$ cat src/hdl/spq_pkg.sv
`timescale 1ns / 1ps

package spq_pkg;

    typedef enum logic [2:0] {
        S_IDLE,
        S_RD,
        S_CMP,
        S_POP,
        S_OUT
    } t_state;

    typedef struct packed {
        logic signed [31:0] value;
        logic signed [15:0] prio;
    } t_entry;

    localparam logic CMD_INSERT = 1'b0;
    localparam logic CMD_REMOVE = 1'b1;

    localparam logic [1:0] STAT_INSERTED = 2'd0;
    localparam logic [1:0] STAT_REMOVED  = 2'd1;
    localparam logic [1:0] STAT_EMPTY    = 2'd2;
    localparam logic [1:0] STAT_FULL     = 2'd3;

endpackage

$ cat src/hdl/spq_ram.sv
`timescale 1ns / 1ps

module spq_ram #(
    parameter int WIDTH = 48,
    parameter int DEPTH = 16,
    localparam int AW = (DEPTH > 1) ? $clog2(DEPTH) : 1
) (
    input  logic             i_clk,
    input  logic             i_we,
    input  logic [AW-1:0]    i_waddr,
    input  logic [WIDTH-1:0] i_wdata,
    input  logic             i_re,
    input  logic [AW-1:0]    i_raddr,
    output logic [WIDTH-1:0] o_rdata
);

    logic [WIDTH-1:0] r_mem [DEPTH];
    logic [WIDTH-1:0] r_rdata;

    always_ff @(posedge i_clk) begin
        if (i_we) begin
            r_mem[i_waddr] <= i_wdata;
        end
        if (i_re) begin
            r_rdata <= r_mem[i_raddr];
        end
    end

    assign o_rdata = r_rdata;

endmodule

$ cat src/hdl/sorted_priority_queue.sv
// Remove: the front entry is read, then loaded into the result word; an empty queue skips the read.
// Insert: each held entry with a greater priority value is read and moved one place back, then
// the new entry is written in the gap; a refused insert on a full queue goes straight to the result.
// The next word can be taken in the cycle after the result is loaded; a stalled result holds it off.
// One entry memory with a registered read port and one comparator walk the list entry by
// entry. Synchronous active-low reset empties the queue, memory not cleared.
`timescale 1ns / 1ps

module sorted_priority_queue #(
    parameter int DEPTH = 16
) (
    input  logic        i_clk,
    input  logic        i_rst_n,
    input  logic        s_axis_tvalid,
    output logic        s_axis_tready,
    input  logic [47:0] s_axis_tdata,  // value_in [31:0], priority_in [47:32]
    input  logic        s_axis_tuser,  // cmd
    output logic        m_axis_tvalid,
    input  logic        m_axis_tready,
    output logic [55:0] m_axis_tdata,  // value_out [31:0], priority_out [47:32],
                                       // occupancy [52:48], zero [55:53]
    output logic [1:0]  m_axis_tuser   // status
);

    localparam int AW = (DEPTH > 1) ? $clog2(DEPTH) : 1;
    localparam int CW = $clog2(DEPTH + 1);
    localparam int EW = $bits(spq_pkg::t_entry);

    spq_pkg::t_state r_state, n_state;
    logic [AW-1:0]   r_head, n_head, r_tail, n_tail, r_cur, n_cur;
    logic [CW-1:0]   r_count, n_count, r_k, n_k;
    logic            r_cmd, n_cmd;
    logic signed [31:0] r_val, n_val, r_vout, n_vout;
    logic signed [15:0] r_pri, n_pri, r_pout, n_pout;
    logic [1:0]      r_status, n_status;

    logic            r_ovalid, n_ovalid;
    logic [1:0]      r_o_status, n_o_status;
    logic [31:0]     r_o_value, n_o_value;
    logic [15:0]     r_o_prio, n_o_prio;
    logic [4:0]      r_o_occ, n_o_occ;

    logic            w_we, w_re;
    logic [AW-1:0]   w_waddr, w_raddr;
    spq_pkg::t_entry w_wdata, w_rd, w_new;
    logic [EW-1:0]   w_rdata;
    logic [CW+4:0]   w_count_ext;

    function automatic logic [AW-1:0] f_inc(input logic [AW-1:0] x);
        return (x == AW'(DEPTH - 1)) ? '0 : x + 1'b1;
    endfunction

    function automatic logic [AW-1:0] f_dec(input logic [AW-1:0] x);
        return (x == '0) ? AW'(DEPTH - 1) : x - 1'b1;
    endfunction

    spq_ram #(
        .WIDTH(EW),
        .DEPTH(DEPTH)
    ) u_ram (
        .i_clk  (i_clk),
        .i_we   (w_we),
        .i_waddr(w_waddr),
        .i_wdata(w_wdata),
        .i_re   (w_re),
        .i_raddr(w_raddr),
        .o_rdata(w_rdata)
    );

    assign w_rd        = spq_pkg::t_entry'(w_rdata);
    assign w_new       = '{value: r_val, prio: r_pri};
    assign w_count_ext = {5'b0, r_count};

    always_comb begin
        n_state    = r_state;
        n_head     = r_head;
        n_tail     = r_tail;
        n_cur      = r_cur;
        n_count    = r_count;
        n_k        = r_k;
        n_cmd      = r_cmd;
        n_val      = r_val;
        n_pri      = r_pri;
        n_vout     = r_vout;
        n_pout     = r_pout;
        n_status   = r_status;
        n_ovalid   = r_ovalid && !m_axis_tready;
        n_o_status = r_o_status;
        n_o_value  = r_o_value;
        n_o_prio   = r_o_prio;
        n_o_occ    = r_o_occ;
        w_we       = 1'b0;
        w_waddr    = r_cur;
        w_wdata    = w_new;
        w_re       = 1'b0;
        w_raddr    = r_head;

        unique case (r_state)
            spq_pkg::S_IDLE: begin
                if (s_axis_tvalid) begin
                    n_cmd  = s_axis_tuser;
                    n_val  = s_axis_tdata[31:0];
                    n_pri  = s_axis_tdata[47:32];
                    n_vout = '0;
                    n_pout = '0;
                    if (s_axis_tuser == spq_pkg::CMD_INSERT) begin
                        if (r_count == CW'(DEPTH)) begin
                            n_status = spq_pkg::STAT_FULL;
                            n_state  = spq_pkg::S_OUT;
                        end else begin
                            n_cur   = r_tail;
                            n_k     = r_count;
                            n_state = spq_pkg::S_RD;
                        end
                    end else begin
                        if (r_count == '0) begin
                            n_status = spq_pkg::STAT_EMPTY;
                            n_state  = spq_pkg::S_OUT;
                        end else begin
                            w_re    = 1'b1;
                            w_raddr = r_head;
                            n_state = spq_pkg::S_POP;
                        end
                    end
                end
            end
            spq_pkg::S_RD: begin
                if (r_k == '0) begin
                    w_we     = 1'b1;
                    n_tail   = f_inc(r_tail);
                    n_count  = r_count + 1'b1;
                    n_status = spq_pkg::STAT_INSERTED;
                    n_state  = spq_pkg::S_OUT;
                end else begin
                    w_re    = 1'b1;
                    w_raddr = f_dec(r_cur);
                    n_state = spq_pkg::S_CMP;
                end
            end
            spq_pkg::S_CMP: begin
                w_we = 1'b1;
                if (w_rd.prio > r_pri) begin
                    w_wdata = w_rd;
                    n_cur   = f_dec(r_cur);
                    n_k     = r_k - 1'b1;
                    n_state = spq_pkg::S_RD;
                end else begin
                    n_tail   = f_inc(r_tail);
                    n_count  = r_count + 1'b1;
                    n_status = spq_pkg::STAT_INSERTED;
                    n_state  = spq_pkg::S_OUT;
                end
            end
            spq_pkg::S_POP: begin
                n_vout   = w_rd.value;
                n_pout   = w_rd.prio;
                n_head   = f_inc(r_head);
                n_count  = r_count - 1'b1;
                n_status = spq_pkg::STAT_REMOVED;
                n_state  = spq_pkg::S_OUT;
            end
            spq_pkg::S_OUT: begin
                if (!r_ovalid || m_axis_tready) begin
                    n_ovalid   = 1'b1;
                    n_o_status = r_status;
                    n_o_value  = r_vout;
                    n_o_prio   = r_pout;
                    n_o_occ    = w_count_ext[4:0];
                    n_state    = spq_pkg::S_IDLE;
                end
            end
            default: begin
                n_state = spq_pkg::S_IDLE;
            end
        endcase
    end

    always_ff @(posedge i_clk) begin
        if (!i_rst_n) begin
            r_state  <= spq_pkg::S_IDLE;
            r_head   <= '0;
            r_tail   <= '0;
            r_count  <= '0;
            r_ovalid <= 1'b0;
        end else begin
            r_state  <= n_state;
            r_head   <= n_head;
            r_tail   <= n_tail;
            r_count  <= n_count;
            r_ovalid <= n_ovalid;
        end
    end

    always_ff @(posedge i_clk) begin
        r_cur      <= n_cur;
        r_k        <= n_k;
        r_cmd      <= n_cmd;
        r_val      <= n_val;
        r_pri      <= n_pri;
        r_vout     <= n_vout;
        r_pout     <= n_pout;
        r_status   <= n_status;
        r_o_status <= n_o_status;
        r_o_value  <= n_o_value;
        r_o_prio   <= n_o_prio;
        r_o_occ    <= n_o_occ;
    end

    assign s_axis_tready = (r_state == spq_pkg::S_IDLE);
    assign m_axis_tvalid = r_ovalid;
    assign m_axis_tdata  = {3'b000, r_o_occ, r_o_prio, r_o_value};
    assign m_axis_tuser  = r_o_status;

    a_count_bound: assert property (@(posedge i_clk) disable iff (!i_rst_n)
        r_count <= CW'(DEPTH))
        else $error("queue occupancy exceeds its depth");

    a_cmp_has_entry: assert property (@(posedge i_clk) disable iff (!i_rst_n)
        r_state == spq_pkg::S_CMP |-> r_k != '0)
        else $error("comparison started with no entry left to move");

    a_pop_is_remove: assert property (@(posedge i_clk) disable iff (!i_rst_n)
        r_state == spq_pkg::S_POP |-> (r_cmd == spq_pkg::CMD_REMOVE && r_count != '0))
        else $error("front entry read without a remove on a non-empty queue");

    a_tail_tracks: assert property (@(posedge i_clk) disable iff (!i_rst_n)
        r_state == spq_pkg::S_IDLE |->
            ((int'(r_head) + int'(r_count)) == int'(r_tail)
             || (int'(r_head) + int'(r_count)) == int'(r_tail) + DEPTH))
        else $error("tail pointer out of step with head and occupancy");

endmodule

$ cat config.mk
export PLATFORM = sky130hd
export DESIGN_NAME = sorted_priority_queue
export DESIGN_NICKNAME = d
export VERILOG_FILES = /design/src/hdl/spq_pkg.sv /design/src/hdl/spq_ram.sv /design/src/hdl/sorted_priority_queue.sv
export SDC_FILE = /design/constraint.sdc
export NUM_CORES = 1
export LEC_CHECK = 0
export CAP_MARGIN = 25
export CORE_ASPECT_RATIO = 2
export CORE_MARGIN = 10
export CORE_UTILIZATION = 45
export DETAILED_ROUTE_END_ITERATION = 7
export DONT_BUFFER_PORTS = 1
export PLACE_DENSITY = 0.6
export SETUP_SLACK_MARGIN = 0.15
export SLEW_MARGIN = 25
export SYNTH_ARGS = -nofsm -noshare
export SYNTH_HDL_FRONTEND = slang
export SYNTH_SLANG_ARGS = --single-unit
$ cat constraint.sdc
create_clock -name i_clk -period 5.8 [get_ports i_clk]
set_input_delay 0.87 -clock i_clk [delete_from_list [all_inputs] [get_ports i_clk]]
set_output_delay 0.87 -clock i_clk [all_outputs]
set_load 0.05 [all_outputs]
==> metrics.log <==
INFO  metric number_of_buffers_on_the_longest_clock_path = 3
INFO  metric synth_top_flop_cell = edfxtp_1
INFO  metric cp-start-kind = flip-flop
INFO  metric holdCritPathClass = in2reg
INFO  metric syn_area = 42,600 um^2
INFO  metric ios = 113
INFO  metric first_global_vias = around 28,000
INFO  metric grt_first_pass_wirelength = around 190 mm
INFO  metric avgViaCountPerCell = roughly 6.5
INFO  metric cts_hold_buf = 0
INFO  metric timing.final.crit_share = a little under 70%
INFO  metric clockRootBuffer = clkbuf_16
INFO  metric dieWidth = roughly 240 um
INFO  metric postSynthRegisterBits = between 900 and 1,000
INFO  metric drv_cap = 0
INFO  metric timing.max_slew.rel_slack = a little over a quarter
INFO  metric highest_clock_rate = ~0.25 GHz
INFO  metric grt_use_total = 23.5%
INFO  metric post_synth_num_cell_types = between 70 and 80
INFO  metric synth_largest_area_cell = edfxtp_1
INFO  metric cts.clk_slew.worst_paths = 0.07 ns
INFO  metric synth_area_per_cell = between 10 and 15 um^2
INFO  metric flop_to_flop_setup_slack = 1.79 ns
INFO  metric synth_largest_type_area_fraction = 68.9%
INFO  metric total_negative_slack_for_setup_checks = 0 ns
INFO  metric synthArstFlopShare = 0%
INFO  metric postCtsSetupRepairBufs = 0
INFO  metric floorplan.rows = roughly 160
INFO  metric finalClockSkew = roughly 0.023 ns
INFO  metric overflow = 0
INFO  metric clock_insertion_delay_worst_skew = roughly 0.71 ns
INFO  metric pwr_density_cell = ~430 nW/um^2
INFO  metric drt_wl_total = approximately 130 mm
INFO  metric tritoncts.num_buffers = 86
INFO  metric detailedPlacementHpwl = between 60 and 70 mm
INFO  metric detailroute.via_count = between 20,000 and 30,000
INFO  metric buffer_ports.inserted = 0
INFO  metric die_height = roughly 460 um
INFO  metric grt_antenna_before_repair = 7
INFO  metric synth.most_common_cell = edfxtp_1
INFO  metric endpoint_kind = flip-flop
INFO  metric fp.coreArea = roughly 94,000 um^2
INFO  metric synthToLayoutAreaGrowth = 9.81%
INFO  metric setup_viol_count_final = 0
INFO  metric die-area = around 110,000 um^2
INFO  metric setup_repair_after_global_routing_missed_its_margin = false
INFO  metric clock-sinks = 995
INFO  metric final.hold.worst_slack = approximately 0.25 ns
INFO  metric timing.hold.worst_path_depth = 0
INFO  metric worstPathMaxFanout = 22
INFO  metric critPathArrivalTime = ~4.5 ns
INFO  metric p_total = approximately 20,000 uW
INFO  metric power.leakage = roughly 0.016 uW
INFO  metric min_period = around 4.0 ns
INFO  metric slew_violations = 0
INFO  metric drc_violations_left = 0
INFO  metric outcome = finished, final reports clean
INFO  metric start_util = between 40% and 50%
INFO  metric timing.critical_path.slowest_stage_cell = a21o_2
INFO  metric critical_path.most_common_cell = inv_1
INFO  metric post_synth_inst_count = 3,037
INFO  metric drt-wirelength-per-cell = ~31 um
INFO  metric nets = between 3,000 and 4,000
INFO  metric final_count_of_hold_timing_violations = 0
INFO  metric grt_max_degree = 194
INFO  metric timing.reg2reg.worst_path_depth = 8
INFO  metric cp_data_required_time = 6.24 ns
INFO  metric drt_first_iter_violations = ~2,800
INFO  metric global_placement_routability_congestion = 0.823
INFO  metric cpPeakStageDelay = around 0.93 ns
INFO  metric post_route_cells_drive_above_1_share = ~10%
INFO  metric drtPass1Iterations = 5
INFO  metric h-tree-depth = 3
INFO  metric cts_tree = yes
INFO  metric netlist_top_cells_count = 978 x edfxtp_1, 366 x a21oi_1, 350 x nand2_1
INFO  metric crit_chain = inv_1, ha_4, inv_1, nor3_1, a21o_2, buf_4, a32oi_1, o2111a_1
INFO  metric synthTopCellsByArea = edfxtp_1 69%, a21oi_1 4.3%, o2111a_1 3.5%, mux2i_1 3.5%, nand2_1 3.1%
INFO  metric yosys_warn_count = 0
INFO  metric timing_worst_slew_pin_value = 1.10 ns
INFO  metric path_type_of_the_worst_setup_path = reg2reg
INFO  metric synth-seq-area-share = roughly 70%
INFO  metric ant_nets = 0
INFO  metric cts_resized = 0
INFO  metric maximum_vdd_drop = 0.276 mV
INFO  metric synth-edff-count = between 900 and 1,000
[layout make-up]
| type | instances | area (um^2) |
|---|---|---|
| fill | 7832 | 47100 |
| sequential | 995 | 29700 |
| multi-input combinational | 1772 | 11900 |
| clock buffer | 104 | 2220 |
| tap | 1207 | 1510 |
| clock inverter | 56 | 724 |
| timing repair buffer | 65 | 657 |
| inverter | 32 | 128 |
| antenna | 6 | 15.0 |
[power breakdown]
group,switching [uW],internal [uW]
Clock,2700,3430
Sequential,527,8960
Combinational,3150,1310
Total,6370,13700
[state kept, by name, summed over array words and instances, names as in the netlist, 3 cells and up]
name and cells:
r_cur 4, r_state 3, r_count 5, r_pri 16, r_pout 16, r_k 5, r_o_occ 5, r_head 4
r_vout 32, r_val 32, r_tail 4, u_ram.r_mem 768, u_ram.o_rdata 48, r_o_prio 16, r_o_value 32
[worst paths after layout]
kind                    startpoint                 to
hold reg to reg         r_vout[10]      r_o_value[10]
setup reg to reg          r_cur[1]  u_ram.o_rdata[14]
hold / removal    s_axis_tdata[31]          r_val[31]
setup / recovery          r_cur[1]  u_ram.o_rdata[14]
[kinds of logic after synthesis]
family	synth area share [%]
adder cells (fa/ha/maj)	0.839
buffers and inverters	3.00
XOR/XNOR	0.103
AND/OR/NAND/NOR	6.58
AO/OA/AOI/OAI	14.5
other	0.00879
flip-flops	69.7
multiplexers	5.27
[cell usage in the layout (no fill, tap or decap), types with 7 or more instances in the layout]
master	synthesis	final
o2111a_1	134	134
and3_2	0	12
edfxtp_1	978	978
a31oi_1	97	97
nand2b_1	9	9
clkbuf_1	155	18
o21bai_1	12	12
buf_4	19	52
ha_1	27	26
nor2_1	65	63
clkinv_1	1	13
bufinv_16	0	15
a32oi_1	87	87
nor3_1	45	42
a21oi_1	366	365
a211o_1	41	41
and4b_1	9	9
buf_12	1	10
clkinv_2	0	16
mux2i_1	149	149
o22ai_1	66	66
mux2_2	61	61
nor2b_1	7	7
o21ai_0	56	54
dfxtp_1	17	16
clkbuf_16	0	86
inv_1	30	28
and2_1	48	48
o31ai_1	8	8
nand2_1	350	349
nand3_1	43	43
[metal layers]
metal	GRT usage [%]	vias up	share of wire [%]
met2	41.6	1392	51
li1	-	11800	-
met3	3.88	334	7.4
met4	12.1	2	4.7
met5	0	-	0.0092
met1	27.0	14100	37
[worst max-delay path, delay by kind of cell (launching register included)]
kind,cells,cell delay [ns]
and+or+nand+nor,1,0.76
adders and majority gates,1,0.32
buffers and inverters,3,0.77
AOI/OAI and AO/OA,3,1.34
DFF,1,0.51
[metrics by stage]
| step | setup slack, ns | std cells | util [%] | instance area, um^2 |
|---|---|---|---|---|
| after global routing | 1.67 | 4235 | 49.9 | 46800 |
| after detailed placement | 1.83 | 4069 | 46.7 | 43800 |
| after global placement | 1.91 | 4069 | 46.6 | 43800 |
| after floorplan | 0.611 | 3039 | - | 42700 |
| after CTS | 1.81 | 4229 | 49.8 | 46800 |
| final | 1.79 | 4237 | 49.9 | 46800 |
(Power assumes the default switching activity.)
